===== src/hw/rtl/gbn_pkg.sv =====
// Go-Back-N sender: shared types and codes.
// Used by gbn_front, gbn_back and go_back_n_sender; depends on nothing else.
`timescale 1ns / 1ps

package gbn_pkg;

    // Command codes on the input transfer
    localparam logic [1:0] CMD_NEW  = 2'd0;
    localparam logic [1:0] CMD_TICK = 2'd1;
    localparam logic [1:0] CMD_ACK  = 2'd2;
    localparam logic [1:0] CMD_NACK = 2'd3;

    // Result status codes
    localparam logic [1:0] STAT_OK    = 2'd0;
    localparam logic [1:0] STAT_QFULL = 2'd1;
    localparam logic [1:0] STAT_STALE = 2'd2;
    localparam logic [1:0] STAT_SFULL = 2'd3;

    // Sender modes; the spare code behaves as idle
    localparam logic [1:0] MODE_IDLE   = 2'd0;
    localparam logic [1:0] MODE_NEW    = 2'd1;
    localparam logic [1:0] MODE_RESEND = 2'd2;

    // Configuration register indexes
    localparam int CFG_IDX_W = 1;
    localparam int CFG_W     = 7;
    localparam logic [CFG_IDX_W-1:0] REG_QLIM_ON = 1'd0;
    localparam logic [CFG_IDX_W-1:0] REG_QLIM    = 1'd1;
    localparam logic [CFG_W-1:0]     QLIM_RESET  = 7'd64;

    typedef struct packed {
        logic [1:0]  cmd;
        logic [31:0] payload_tag;
        logic [15:0] peer_seq;
    } t_gbn_in;

    typedef struct packed {
        logic        send_valid;
        logic [15:0] send_seq;
        logic [31:0] send_tag;
        logic        is_resend;
        logic [1:0]  status;
        logic [6:0]  window_size;
        logic [6:0]  fifo_fill;
        logic [31:0] lost_count;
    } t_gbn_out;

    // Decoded command, one-hot
    typedef struct packed {
        logic is_new;
        logic is_tick;
        logic is_ack;
        logic is_nack;
    } t_gbn_kind;

    // Entry of the queue between front and back
    typedef struct packed {
        t_gbn_kind   kind;
        logic [31:0] payload_tag;
        logic [15:0] peer_seq;
    } t_gbn_job;

endpackage


===== src/hw/rtl/gbn_front.sv =====
// Go-Back-N sender front: takes commands, decodes them and queues them.
// Depends on gbn_pkg; feeds gbn_back through a two-entry queue.
`timescale 1ns / 1ps

module gbn_front (
    input  logic             i_clk,
    input  logic             i_rst_n,
    input  logic             start,
    output logic             busy,
    input  gbn_pkg::t_gbn_in i_item,
    output logic             o_job_valid,
    output gbn_pkg::t_gbn_job o_job,
    input  logic             i_job_pop
);
    import gbn_pkg::*;

    localparam int QDEPTH = 2;

    t_gbn_job    r_slot [QDEPTH];
    logic        r_wr_ptr, r_rd_ptr;
    logic [1:0]  r_cnt;
    logic        push;
    t_gbn_job    job_in;

    // Decode the command into a one-hot kind
    always_comb begin
        job_in.kind        = '0;
        job_in.payload_tag = i_item.payload_tag;
        job_in.peer_seq    = i_item.peer_seq;
        unique case (i_item.cmd)
            CMD_NEW:  job_in.kind.is_new  = 1'b1;
            CMD_TICK: job_in.kind.is_tick = 1'b1;
            CMD_ACK:  job_in.kind.is_ack  = 1'b1;
            CMD_NACK: job_in.kind.is_nack = 1'b1;
            default:  job_in.kind.is_tick = 1'b1;
        endcase
    end

    assign busy        = (r_cnt == 2'(QDEPTH));
    assign push        = start && !busy;
    assign o_job_valid = (r_cnt != 2'd0);
    assign o_job       = r_slot[r_rd_ptr];

    // Queue storage
    always_ff @(posedge i_clk) begin
        if (push) begin
            r_slot[r_wr_ptr] <= job_in;
        end
    end

    // Queue pointers and fill
    always_ff @(posedge i_clk) begin
        if (!i_rst_n) begin
            r_wr_ptr <= 1'b0;
            r_rd_ptr <= 1'b0;
            r_cnt    <= 2'd0;
        end else begin
            if (push) begin
                r_wr_ptr <= ~r_wr_ptr;
            end
            if (i_job_pop) begin
                r_rd_ptr <= ~r_rd_ptr;
            end
            r_cnt <= r_cnt + 2'(push) - 2'(i_job_pop);
        end
    end

endmodule


===== src/hw/rtl/gbn_back.sv =====
// Go-Back-N sender back end: sequencer, window state, wait FIFO and resend store.
// Depends on gbn_pkg; takes decoded jobs from gbn_front.
`timescale 1ns / 1ps

module gbn_back #(
    parameter int WAIT_DEPTH  = 64,
    parameter int STORE_DEPTH = 64,
    parameter int SEQ_BITS    = 16
) (
    input  logic               i_clk,
    input  logic               i_rst_n,
    input  logic               i_qlim_on,
    input  logic [6:0]         i_qlim,
    input  logic               i_job_valid,
    input  gbn_pkg::t_gbn_job  i_job,
    output logic               o_job_pop,
    output logic               o_result_valid,
    output gbn_pkg::t_gbn_out  o_result
);
    import gbn_pkg::*;

    localparam int SW    = SEQ_BITS;
    localparam int SA_W  = $clog2(STORE_DEPTH);
    localparam int WA_W  = $clog2(WAIT_DEPTH);
    localparam int CNT_W = $clog2(WAIT_DEPTH + 1);
    localparam int LIM_W = (CNT_W > 7) ? CNT_W : 7;
    localparam longint unsigned SEQ_MAX = (64'd1 << SEQ_BITS) - 64'd1;
    localparam int CAP   = (64'(STORE_DEPTH) < SEQ_MAX) ? STORE_DEPTH : int'(SEQ_MAX);
    localparam int WIN_W = $clog2(CAP + 1);

    // Sequencer states
    localparam logic [1:0] ST_IDLE  = 2'd0;
    localparam logic [1:0] ST_CLASS = 2'd1;
    localparam logic [1:0] ST_READ  = 2'd2;
    localparam logic [1:0] ST_DONE  = 2'd3;

    // Slot arithmetic: one add and one conditional subtract
    function automatic logic [SA_W-1:0] store_wrap(input logic [SA_W-1:0] b,
                                                   input logic [WIN_W-1:0] o);
        logic [SA_W+1:0] s;
        s = (SA_W+2)'(b) + (SA_W+2)'(o);
        if (s >= (SA_W+2)'(STORE_DEPTH)) begin
            s = s - (SA_W+2)'(STORE_DEPTH);
        end
        return s[SA_W-1:0];
    endfunction

    function automatic logic [WA_W-1:0] wait_wrap(input logic [WA_W-1:0] b,
                                                  input logic [CNT_W-1:0] o);
        logic [WA_W+1:0] s;
        s = (WA_W+2)'(b) + (WA_W+2)'(o);
        if (s >= (WA_W+2)'(WAIT_DEPTH)) begin
            s = s - (WA_W+2)'(WAIT_DEPTH);
        end
        return s[WA_W-1:0];
    endfunction

    // Architectural state
    logic [1:0]       r_state, n_state;
    logic [1:0]       r_mode, n_mode;
    logic [SW-1:0]    r_next, n_next;
    logic [SW-1:0]    r_acked, n_acked;
    logic [SA_W-1:0]  r_base, n_base;
    logic [WIN_W-1:0] r_ridx, n_ridx;
    logic [WIN_W-1:0] r_rtot, n_rtot;
    logic [WA_W-1:0]  r_whead, n_whead;
    logic [CNT_W-1:0] r_wcount, n_wcount;
    logic [31:0]      r_drop, n_drop;

    // Per-job working registers
    t_gbn_job         r_job;
    logic [WIN_W-1:0] r_win, r_d, r_dm1, n_win;
    logic             r_ack_ok, r_store_room, r_q_room;
    logic [SA_W-1:0]  r_wslot;
    logic [WA_W-1:0]  r_wq_waddr;
    logic [SW-1:0]    r_rs_seq;
    logic [31:0]      r_st_rd, r_wq_rd;

    logic [31:0]      r_store_mem [STORE_DEPTH];
    logic [31:0]      r_wait_mem  [WAIT_DEPTH];

    // Classification terms
    logic [SW-1:0]    win_full, d_full, dm1_full;
    logic [LIM_W-1:0] limit;
    logic [SA_W-1:0]  st_raddr;
    logic             is_idle, resend_go;
    logic             st_we, wq_we;
    logic [31:0]      st_wdata;
    logic [1:0]       stat;
    t_gbn_out         n_res;

    assign win_full = r_next - r_acked;
    assign d_full   = SW'(r_job.peer_seq) - r_acked;
    assign dm1_full = SW'(r_job.peer_seq) + ~r_acked;
    assign limit    = (i_qlim_on && (LIM_W'(i_qlim) < LIM_W'(WAIT_DEPTH)))
                      ? LIM_W'(i_qlim) : LIM_W'(WAIT_DEPTH);
    assign st_raddr = store_wrap(r_base, r_job.kind.is_nack ? r_dm1 : r_ridx);
    assign is_idle  = (r_mode != MODE_NEW) && (r_mode != MODE_RESEND);
    assign resend_go = (r_ridx < r_rtot) && (r_ridx < r_win);

    // Sequencer: pop, classify, read memories, commit
    assign o_job_pop = i_job_valid && ((r_state == ST_IDLE) || (r_state == ST_DONE));

    always_comb begin
        n_state = r_state;
        unique case (r_state)
            ST_IDLE:  n_state = o_job_pop ? ST_CLASS : ST_IDLE;
            ST_CLASS: n_state = ST_READ;
            ST_READ:  n_state = ST_DONE;
            ST_DONE:  n_state = o_job_pop ? ST_CLASS : ST_IDLE;
            default:  n_state = ST_IDLE;
        endcase
    end

    // Per-job registers: window checks, then addresses
    always_ff @(posedge i_clk) begin
        if (o_job_pop) begin
            r_job <= i_job;
        end
        if (r_state == ST_CLASS) begin
            r_win        <= WIN_W'(win_full);
            r_d          <= WIN_W'(d_full);
            r_dm1        <= WIN_W'(dm1_full);
            r_ack_ok     <= (d_full != '0) && (d_full <= win_full);
            r_store_room <= (win_full < SW'(CAP));
            r_q_room     <= (LIM_W'(r_wcount) < limit);
        end
        if (r_state == ST_READ) begin
            r_wslot    <= store_wrap(r_base, r_win);
            r_wq_waddr <= wait_wrap(r_whead, r_wcount);
            r_rs_seq   <= r_acked + SW'(r_ridx) + SW'(1);
        end
    end

    // Resend store: one write, one registered read
    always_ff @(posedge i_clk) begin
        if (st_we) begin
            r_store_mem[r_wslot] <= st_wdata;
        end
        if (r_state == ST_READ) begin
            r_st_rd <= r_store_mem[st_raddr];
        end
    end

    // Wait FIFO: one write, one registered read
    always_ff @(posedge i_clk) begin
        if (wq_we) begin
            r_wait_mem[r_wq_waddr] <= r_job.payload_tag;
        end
        if (r_state == ST_READ) begin
            r_wq_rd <= r_wait_mem[r_whead];
        end
    end

    // Commit step: state update and result
    always_comb begin
        n_mode   = r_mode;
        n_next   = r_next;
        n_acked  = r_acked;
        n_base   = r_base;
        n_ridx   = r_ridx;
        n_rtot   = r_rtot;
        n_whead  = r_whead;
        n_wcount = r_wcount;
        n_drop   = r_drop;
        n_win    = r_win;
        st_we    = 1'b0;
        st_wdata = r_job.payload_tag;
        wq_we    = 1'b0;
        stat     = STAT_OK;
        n_res    = '0;
        if (r_state == ST_DONE) begin
            priority if (r_job.kind.is_new) begin
                if (is_idle) begin
                    if (r_store_room) begin
                        st_we            = 1'b1;
                        n_next           = r_next + SW'(1);
                        n_win            = r_win + WIN_W'(1);
                        n_mode           = MODE_NEW;
                        n_res.send_valid = 1'b1;
                        n_res.send_seq   = 16'(n_next);
                        n_res.send_tag   = r_job.payload_tag;
                    end else begin
                        stat = STAT_SFULL;
                    end
                end else if (r_q_room) begin
                    wq_we    = 1'b1;
                    n_wcount = r_wcount + CNT_W'(1);
                end else begin
                    n_drop = r_drop + 32'd1;
                    stat   = STAT_QFULL;
                end
            end else if (r_job.kind.is_tick) begin
                if ((r_mode == MODE_RESEND) && resend_go) begin
                    // next frame of a resend run
                    n_ridx           = r_ridx + WIN_W'(1);
                    n_res.send_valid = 1'b1;
                    n_res.send_seq   = 16'(r_rs_seq);
                    n_res.send_tag   = r_st_rd;
                    n_res.is_resend  = 1'b1;
                end else if (!is_idle) begin
                    // serve the wait FIFO
                    if (r_wcount == '0) begin
                        n_mode = MODE_IDLE;
                    end else begin
                        n_whead  = wait_wrap(r_whead, CNT_W'(1));
                        n_wcount = r_wcount - CNT_W'(1);
                        if (r_store_room) begin
                            st_we            = 1'b1;
                            st_wdata         = r_wq_rd;
                            n_next           = r_next + SW'(1);
                            n_win            = r_win + WIN_W'(1);
                            n_mode           = MODE_NEW;
                            n_res.send_valid = 1'b1;
                            n_res.send_seq   = 16'(n_next);
                            n_res.send_tag   = r_wq_rd;
                        end else begin
                            stat   = STAT_SFULL;
                            n_mode = (r_wcount != CNT_W'(1)) ? MODE_NEW : MODE_IDLE;
                        end
                    end
                end
            end else if (!r_ack_ok) begin
                stat = STAT_STALE;
            end else if (r_job.kind.is_ack) begin
                n_acked = r_acked + SW'(r_d);
                n_base  = store_wrap(r_base, r_d);
                n_win   = r_win - r_d;
                if (r_mode == MODE_RESEND) begin
                    n_rtot = (r_rtot > r_d) ? r_rtot - r_d : '0;
                    n_ridx = (r_ridx > r_d) ? r_ridx - r_d : '0;
                end
            end else begin
                // NACK: release up to peer-1, resend the whole window
                n_acked = r_acked + SW'(r_dm1);
                n_base  = store_wrap(r_base, r_dm1);
                n_win   = r_win - r_dm1;
                n_rtot  = r_win - r_dm1;
                n_ridx  = '0;
                n_mode  = MODE_RESEND;
                if (is_idle) begin
                    n_ridx           = WIN_W'(1);
                    n_res.send_valid = 1'b1;
                    n_res.send_seq   = 16'(SW'(r_job.peer_seq));
                    n_res.send_tag   = r_st_rd;
                    n_res.is_resend  = 1'b1;
                end
            end
        end
        n_res.status      = stat;
        n_res.window_size = 7'(n_win);
        n_res.fifo_fill   = 7'(n_wcount);
        n_res.lost_count  = n_drop;
    end

    // Control and window state
    always_ff @(posedge i_clk) begin
        if (!i_rst_n) begin
            r_state  <= ST_IDLE;
            r_mode   <= MODE_IDLE;
            r_next   <= '0;
            r_acked  <= '0;
            r_base   <= '0;
            r_ridx   <= '0;
            r_rtot   <= '0;
            r_whead  <= '0;
            r_wcount <= '0;
            r_drop   <= '0;
            o_result_valid <= 1'b0;
        end else begin
            r_state  <= n_state;
            r_mode   <= n_mode;
            r_next   <= n_next;
            r_acked  <= n_acked;
            r_base   <= n_base;
            r_ridx   <= n_ridx;
            r_rtot   <= n_rtot;
            r_whead  <= n_whead;
            r_wcount <= n_wcount;
            r_drop   <= n_drop;
            o_result_valid <= (r_state == ST_DONE);
        end
    end

    // Result register
    always_ff @(posedge i_clk) begin
        if (r_state == ST_DONE) begin
            o_result <= n_res;
        end
    end

endmodule


===== src/hw/rtl/go_back_n_sender.sv =====
// Go-Back-N ARQ sender top level: configuration registers, front and back.
// Depends on gbn_pkg, gbn_front and gbn_back.
`timescale 1ns / 1ps

// Usage:
//   Commands enter on i_item (new payload, transmission done, ACK, NACK) and
//   are taken at a rising edge with start high and busy low. A two-entry queue
//   sits between the decode front and the back end, so up to two further
//   commands can be taken while one is being worked on.
//   Every command gives exactly one result on o_result, marked by a
//   single-cycle o_result_valid; the receiver must take it in that cycle.
//   A taken command waits in the queue, then the back-end sequencer works on
//   it alone (classify, registered read of the wait FIFO and resend store,
//   commit) before the result register; it pops the next one at commit.
//   Configuration: i_cfg_we writes register i_cfg_idx (0 queue limit enable,
//   1 queue limit) at once; write only while no command is in flight.
//   Reset (synchronous, active low) empties the window, the wait FIFO and the
//   queue, clears the drop count and restores the configuration defaults.
//   Store and FIFO contents are not cleared; they are only read once written.
module go_back_n_sender #(
    parameter int WAIT_DEPTH  = 64,
    parameter int STORE_DEPTH = 64,
    parameter int SEQ_BITS    = 16
) (
    input  logic                            i_clk,
    input  logic                            i_rst_n,
    input  logic                            start,
    output logic                            busy,
    input  gbn_pkg::t_gbn_in                i_item,
    output logic                            o_result_valid,
    output gbn_pkg::t_gbn_out               o_result,
    input  logic                            i_cfg_we,
    input  logic [gbn_pkg::CFG_IDX_W-1:0]   i_cfg_idx,
    input  logic [gbn_pkg::CFG_W-1:0]       i_cfg_data
);
    import gbn_pkg::*;

    logic             r_qlim_on;
    logic [CFG_W-1:0] r_qlim;
    logic             job_valid, job_pop;
    t_gbn_job         job;

    // Configuration registers
    always_ff @(posedge i_clk) begin
        if (!i_rst_n) begin
            r_qlim_on <= 1'b0;
            r_qlim    <= QLIM_RESET;
        end else if (i_cfg_we) begin
            unique case (i_cfg_idx)
                REG_QLIM_ON: r_qlim_on <= i_cfg_data[0];
                REG_QLIM:    r_qlim    <= i_cfg_data;
                default:     r_qlim    <= r_qlim;
            endcase
        end
    end

    gbn_front u_front (
        .i_clk       (i_clk),
        .i_rst_n     (i_rst_n),
        .start       (start),
        .busy        (busy),
        .i_item      (i_item),
        .o_job_valid (job_valid),
        .o_job       (job),
        .i_job_pop   (job_pop)
    );

    gbn_back #(
        .WAIT_DEPTH  (WAIT_DEPTH),
        .STORE_DEPTH (STORE_DEPTH),
        .SEQ_BITS    (SEQ_BITS)
    ) u_back (
        .i_clk          (i_clk),
        .i_rst_n        (i_rst_n),
        .i_qlim_on      (r_qlim_on),
        .i_qlim         (r_qlim),
        .i_job_valid    (job_valid),
        .i_job          (job),
        .o_job_pop      (job_pop),
        .o_result_valid (o_result_valid),
        .o_result       (o_result)
    );

`ifndef SYNTH
    // Results never come back to back; each command passes classify, read and commit
    a_no_back_to_back: assert property (@(posedge i_clk) disable iff (!i_rst_n)
        o_result_valid |=> !o_result_valid)
        else $error("results on consecutive cycles");

    // A launched frame always reports ok
    a_send_ok: assert property (@(posedge i_clk) disable iff (!i_rst_n)
        (o_result_valid && o_result.send_valid) |-> (o_result.status == STAT_OK))
        else $error("frame launched with non-ok status");

    // A resend flag only comes with a launched frame
    a_resend_sent: assert property (@(posedge i_clk) disable iff (!i_rst_n)
        (o_result_valid && o_result.is_resend) |-> o_result.send_valid)
        else $error("resend flag without a frame");

    // A pop only happens with data in the queue
    a_pop_valid: assert property (@(posedge i_clk) disable iff (!i_rst_n)
        job_pop |-> job_valid)
        else $error("queue popped while empty");
`endif

endmodule


===== config.mk =====
export PLATFORM = sky130hd
export DESIGN_NAME = go_back_n_sender
export DESIGN_NICKNAME = d
export VERILOG_FILES = /design/src/hw/rtl/gbn_pkg.sv /design/src/hw/rtl/gbn_front.sv /design/src/hw/rtl/gbn_back.sv /design/src/hw/rtl/go_back_n_sender.sv
export SDC_FILE = /design/constraint.sdc
export NUM_CORES = 2
export LEC_CHECK = 0
export BUFFER_PORTS_ARGS = -buffer_cell sky130_fd_sc_hd__buf_2
export CAP_MARGIN = 30
export CORE_AREA = 2 2 730 732
export CTS_BUF_LIST = sky130_fd_sc_hd__clkbuf_8
export CTS_CLUSTER_DIAMETER = 150
export DETAILED_ROUTE_END_ITERATION = 10
export DIE_AREA = 0 0 732 734
export GPL_ROUTABILITY_DRIVEN = 0
export PLACE_DENSITY = 0.48
export SYNTH_ARGS = -nofsm -noshare
export SYNTH_HDL_FRONTEND = slang
export SYNTH_MEMORY_MAX_BITS = 65536
export SYNTH_SLANG_ARGS = --single-unit

===== constraint.sdc =====
create_clock -name i_clk -period 9.65 [get_ports i_clk]
set_input_delay 0.965 -clock i_clk [delete_from_list [all_inputs] [get_ports i_clk]]
set_output_delay 0.965 -clock i_clk [all_outputs]
set_load 0.005 [all_outputs]

After elaboration in Yosys (flattened, before gate mapping). Memories as Yosys holds them, arrays and structs flattened. A register that Yosys moved wholly into a read port is not among the register bits. Cells that the tools add are included. Widths: inputs -> output; s select.

Register bits after elaboration: 264. Bits in latches: 0. Bits in writable memories: 4200. ROM bits: 0. Input port bits: 62. Output and inout bits: 100. Word-level logic and storage cells: 249. Memories kept: 3.

Memory list: u_back.r_store_mem (words 64, width 32, read ports 1, clocked after Yosys merged registers in 1, write ports 1, RTL line gbn_back.sv:79) `logic [31:0] r_store_mem [STORE_DEPTH];`; u_back.r_wait_mem (words 64, width 32, read ports 1, clocked after Yosys merged registers in 1, write ports 1, RTL line gbn_back.sv:80) `logic [31:0] r_wait_mem [WAIT_DEPTH];`; u_front.r_slot (words 2, width 52, read ports 1, clocked after Yosys merged registers in 1, write ports 1, RTL line gbn_front.sv:19) `t_gbn_job r_slot [QDEPTH];`.

Add/sub/neg operators: 31. Multiply operators: 0. Div/mod/pow operators: 0. $lt $le $gt $ge: 14. Equal/unequal tests: 22. Shift operators: 0. Muxes and demuxes: 111. Bitwise logic cells: 9. Reduce and logical (&&, ||, !) cells: 26.

Operators by type and width (number): $mux 32 (11); $mux 49 (7); $mux 50 (4); $mux 7 (28); $mux 16 (8); $add 16x7->16 (3); $mux 6 (7); $add 6x7->8 (5); $ge 8x7->1 const B (5); $mux 2 (18); $sub 6x1->6 const B (6); $add 16x1->16 const B (2); $add 32x1->32 const B (1); $sub 16x16->16 (2); $sub 7x7->7 (4); $mux 1 (27); $add 7x1->7 const B (3); $lt 7x7->1 (3); $le 16x16->1 (1); $lt 16x7->1 const B (1); $reduce_bool 16->1 (1); $gt 7x7->1 (2); $eq 2x2->1 const B (6); $reduce_and 6->1 (2); 28 further kinds (56).

Depth between registers and ports, before layout.
Word-level depth: 9. Depth in mapped cells: 18. Depth with buffers taken out: 18.

By module. A second synthesis with hierarchy kept.

Cells, all modules: 8048. Area, all modules: 179858.7 µm².

By module, submodules not included: gbn_back (instances 1, cells each 7821, area each 175288.1 µm², seq. area each 133027.6 µm²); gbn_front (instances 1, cells each 192, area each 4259.1 µm², seq. area each 3223.1 µm²); go_back_n_sender (instances 1, cells each 35, area each 311.5 µm², seq. area each 160.2 µm²).

Least setup slack after synthesis. OpenSTA, ideal clock, no wires.

Path kind: register to register. From: register u_back.r_state[0]. To: memory u_back.r_wait_mem[30][0], enable pin. Setup time: 0.421 ns. Data arrival time: 5.455 ns. Required time: 9.229 ns. Slack: 3.774 ns. Stages on the path, launching flop included: 8. Path buffers: 2. Clock period less this slack: 5.876 ns. Path through: dfxtp_1 -> ha_1 -> buf_2 -> buf_1 -> nand3_1 -> nor2_1 -> nand3_1 -> nor2_1.

Longest elaborated chain between the ends: 4.

Ends and longest elaborated chain: from (decl) (RTL line gbn_back.sv:59) `logic [1:0] r_state, n_state;`; from (signal assigned) (RTL line gbn_back.sv:271) `r_state <= n_state;`; $eq 2x2->1 (RTL line gbn_back.sv:172) `if (r_state == ST_DONE) begin`; $mux 1 (RTL line gbn_back.sv:172); $mux 1 (RTL line gbn_back.sv:147) `if (wq_we) begin`; $mux 1 (implied by the code) (RTL line gbn_back.sv:148) `r_wait_mem[r_wq_waddr] <= r_job.payload_tag;`; to (decl) (RTL line gbn_back.sv:80).

No other way between the ends.

Worst setup path in the final report.
From: register u_back.r_ridx[0]. To: register u_back.r_st_rd[8], read port of u_back.r_store_mem (data pin).

Longest elaborated chain between the ends: 4. Elaborated cells between the ends (all ways): 5. Those cells by class: add/sub: 2; order compare: 1; mux: 2.

Ends and longest elaborated chain: from (decl) (RTL line gbn_back.sv:64) `logic [WIN_W-1:0] r_ridx, n_ridx;`; from (signal assigned) (RTL line gbn_back.sv:276) `r_ridx <= n_ridx;`; $mux 7 * (RTL line gbn_back.sv:97) `assign st_raddr = store_wrap(r_base, r_job.kind.is_nack ? r_dm1 : r_ridx);`; $add 6x7->8 * (RTL line gbn_back.sv:41) `s = (SA_W+2)'(b) + (SA_W+2)'(o);`; $ge 8x7->1 or $sub 6x1->6 (tied branches) (RTL line gbn_back.sv:42, gbn_back.sv:43); $mux 6 * (RTL line gbn_back.sv:42) `if (s >= (SA_W+2)'(STORE_DEPTH)) begin`; to (decl) (RTL line gbn_back.sv:77) `logic [31:0] r_st_rd, r_wq_rd;`.

Mark *: on every way between the ends. The rest lies on a longest branch, timed or not. A chain may end at the register's enable or synchronous reset.

==> flow_metrics.env <==
export IMPL_outcome="finished, final reports clean"
export IMPL_maxCapViolations=0
export IMPL_synthDistinctLibCells=84
export IMPL_tightest_slew_ps=1236
export IMPL_post_route_drc_count=0
export IMPL_maxClockFrequency_mhz=178.4
export IMPL_timing_hold_worst_start="i_cfg_we"
export IMPL_cts_post_setup_buffers_inserted=0
export IMPL_grt_antenna_before_repair=33
export IMPL_max_clock_path_buffers=4
export IMPL_yosys_register_bits=4580
export IMPL_final_hold_violation_count=0
export IMPL_cts_tree="yes"
export IMPL_design_core_area_um2=530100
export IMPL_antenna_violating_nets_post_route=0
export IMPL_floorplan_die_height_um=734
export IMPL_worst_skew_pair_late_latency_ps=1250
export IMPL_wire_per_inst_um=31.30
export IMPL_areaGrowthSynthToFinish_pct=14.57
export IMPL_clock_root_buffer="sky130_fd_sc_hd__clkbuf_8"
export IMPL_period_minus_slack_ps=5605
export IMPL_worst_ir_drop_vdd_mv=0.2305
export IMPL_fillers=47370
export IMPL_cts_htree_levels=6
export IMPL_io_pins=162
export IMPL_port_buffers=161
export IMPL_post_place_cells=15090
export IMPL_grt_use_total_pct=18.88
export IMPL_hp_class="in2reg"
export IMPL_drv_slew=0
export IMPL_grt_pass1_wl_um=723200
export IMPL_globalRouteOverflowTotal=0
export IMPL_crit_reg2reg_launch="u_back.r_ridx[0]"
export IMPL_critPathArrivalTime_ps=6570
export IMPL_vias_per_cell=5.290
export IMPL_critPathRequiredTime_ps=10620
export IMPL_r2r_worst_path_cells=10
export IMPL_totalNegativeSetupSlack_ps=0
export IMPL_synth_ff_type="sky130_fd_sc_hd__edfxtp_1"
export IMPL_clkTransAtPathRegs_ps=70
export IMPL_startpoint_type="flip-flop"
export IMPL_area_sequential_um2=136400
export IMPL_synth_async_sr_flop_share_pct=0
export IMPL_synth_seq_area_share_pct=75.96
export IMPL_worst_slew_margin_rel_pct=17.59
export IMPL_detail_route_wirelength_um=518400
export IMPL_yosysWarningCount=0
export IMPL_path_max_fanout=86
export IMPL_syn_inst=8012
export IMPL_multi_input_comb_area_um2=42090
export IMPL_layout_nets=9122
export IMPL_layout_common_cells="4,466 x sky130_fd_sc_hd__edfxtp_1, 1,312 x sky130_fd_sc_hd__mux4_2, 775 x sky130_fd_sc_hd__clkbuf_8"
export IMPL_numClockSinks=4580
export IMPL_largest_net_degree_at_the_start_of_global_routing=134
export IMPL_post_route_cells_drive_above_1_share_pct=30.87
export IMPL_syn_area_um2=179500
export IMPL_synth_edf_count=4466
export IMPL_period_share_pct=58.08
export IMPL_final_setup_fails=0
export IMPL_min_delay_worst_endpoint="r_qlim[3]"
export IMPL_crit_reg2reg_capture="u_back.r_st_rd[8]"
export IMPL_rows=268
export IMPL_detailedPlacementHpwl_um=281100
export IMPL_timing_critical_path_to_type="flip-flop"
export IMPL_initial_utilization_pct=33.87
export IMPL_whs_path_depth=3
export IMPL_power_static_leakage_nw=63.81
export IMPL_cts_buffers_inserted=765
export IMPL_cts_repair_resize_count=0
export IMPL_grt_pass1_vias=91960
export IMPL_r2r_setup_slack_ps=4040
export IMPL_mostFrequentLayoutCell="sky130_fd_sc_hd__edfxtp_1"
export IMPL_mean_cell_area_of_the_mapped_netlist_um2=22.41
export IMPL_num_vias=87620
export IMPL_grt_setup_unrepaired="no"
export IMPL_mappedNetlistNets=8226
export IMPL_cellPowerDensity_nw_per_um2=250.3
export IMPL_drtPass1Iterations=7
export IMPL_instances_no_fill=16560
export IMPL_worst_setup_path_type="reg2reg"
export IMPL_dieArea_um2=537300
export IMPL_chipWidth_um=732
export IMPL_drt_iter0_markers=8840
export IMPL_timing_clock_skew_ps=104.9
[flip-flops by register name (all words and copies together), names as in the netlist, 7 cells and up]
| signal | flops |
|---|---|
| u_back.r_store_mem | 2048 |
| u_back.r_wait_mem | 2048 |
| u_front.r_slot | 104 |
| u_back.o_result | 98 |
| u_back.r_job | 52 |
| u_back.r_drop | 32 |
| u_back.r_st_rd | 32 |
| u_back.r_wq_rd | 32 |
| u_back.r_acked | 16 |
| u_back.r_next | 16 |
| u_back.r_rs_seq | 16 |
| r_qlim | 7 |
| u_back.r_d | 7 |
| u_back.r_dm1 | 7 |
| u_back.r_ridx | 7 |
| u_back.r_rtot | 7 |
| u_back.r_wcount | 7 |
| u_back.r_win | 7 |
[per-stage QoR]
step / area, um2 / hold slack [ps] / power (mW) / util [%] / setup WS (ps)
final: 205700 / 183.6 / 51.49 / 38.80 / 4045
after global routing: 205700 / 121.0 / 53.55 / 38.80 / 3927
after CTS: 205500 / 31.84 / 52.08 / 38.77 / 4098
after detailed placement: 191100 / 455.2 / 36.18 / 36.04 / 4069
after global placement: 190800 / 455.0 / 35.80 / 35.99 / 3915
after floorplan: 179500 / 436.6 / 31.67 / - / 3774
[power breakdown]
part	leakage (nW)	internal [mW]	switching, mW
Combinational	14.7	3.58	6.96
Sequential	41.1	24.8	0.358
Clock	7.98	7.81	7.97
Total	63.8	36.2	15.3
[routing by layer]
layer / track usage, % / part of all wire, %
met5: 0 / 0.014
met4: 4.611 / 2.3
met3: 2.599 / 5.1
met2: 32.21 / 50
met1: 25.65 / 43
[critical path: stages (launching register included)]
cell and delay (ps):
sky130_fd_sc_hd__dfxtp_1 350, sky130_fd_sc_hd__inv_1 210, sky130_fd_sc_hd__o21ai_0 240, sky130_fd_sc_hd__ha_4 230, sky130_fd_sc_hd__fa_4 1290, sky130_fd_sc_hd__buf_4 520
sky130_fd_sc_hd__buf_12 520, sky130_fd_sc_hd__mux4_2 390, sky130_fd_sc_hd__mux4_2 480, sky130_fd_sc_hd__mux2i_1 770, sky130_fd_sc_hd__a21oi_1 160
[synth_stat cells, types with 44 or more instances]
cell type                  number  area share, %
sky130_fd_sc_hd__nor2_1       229           0.48
sky130_fd_sc_hd__nor2b_1       53           0.18
sky130_fd_sc_hd__and2_1        44           0.15
sky130_fd_sc_hd__nand3_1       61           0.17
sky130_fd_sc_hd__inv_1        112           0.23
sky130_fd_sc_hd__a21oi_1      130           0.36
sky130_fd_sc_hd__clkbuf_1     202           0.42
sky130_fd_sc_hd__buf_1         57           0.12
sky130_fd_sc_hd__xnor2_1      109           0.53
sky130_fd_sc_hd__nand2_1      126           0.26
sky130_fd_sc_hd__mux2_2        91           0.57
sky130_fd_sc_hd__mux2i_1       44           0.25
sky130_fd_sc_hd__o21ai_0       76           0.21
sky130_fd_sc_hd__xor2_1        59           0.29
sky130_fd_sc_hd__mux4_2      1312             16
sky130_fd_sc_hd__a21o_1        70           0.29
sky130_fd_sc_hd__edfxtp_1    4466             75
sky130_fd_sc_hd__ha_1         139           0.97
sky130_fd_sc_hd__dfxtp_1      114            1.3
sky130_fd_sc_hd__buf_2        117           0.33
[worst max-delay path by stage]
stage                                 start                  endpoint  slack (ps)  cells past startpoint
after floorplan           u_back.r_state[0]  u_back.r_wait_mem[30][0]        3770                      7
after global placement     u_back.r_job[48]         u_back.r_st_rd[9]        3920                     10
after detailed placement   u_back.r_job[48]         u_back.r_st_rd[8]        4070                     10
after CTS                  u_back.r_ridx[0]         u_back.r_st_rd[8]        4100                     10
after global routing       u_back.r_ridx[0]         u_back.r_st_rd[8]        3930                     10
final                      u_back.r_ridx[0]         u_back.r_st_rd[8]        4040                     10
[area by class of cell]
type,count,share of cell area (%)
antenna,12,0.01460
clock buffer,775,5.185
clock inverter,616,1.539
inverter,115,0.2098
multi-input combinational,2924,20.46
sequential,4580,66.31
tap,7020,4.270
timing repair buffer,522,2.006
[logic make-up after synthesis]
family	count (synthesis)	share of synthesized area, %
mux	1447	17.27
buf+inv	508	1.186
flops	4580	75.96
simple gates	666	1.818
xor+xnor	168	0.8195
compound gates	491	1.826
fa+ha+maj	152	1.114
[what timing repair did]
item | CTS | global route
setup endpoints to repair | 0 | 0
hold endpoints to repair | 112 | 0
hold buffers | 65 | 0
No activity file was read; power rests on OpenSTA's default activity.
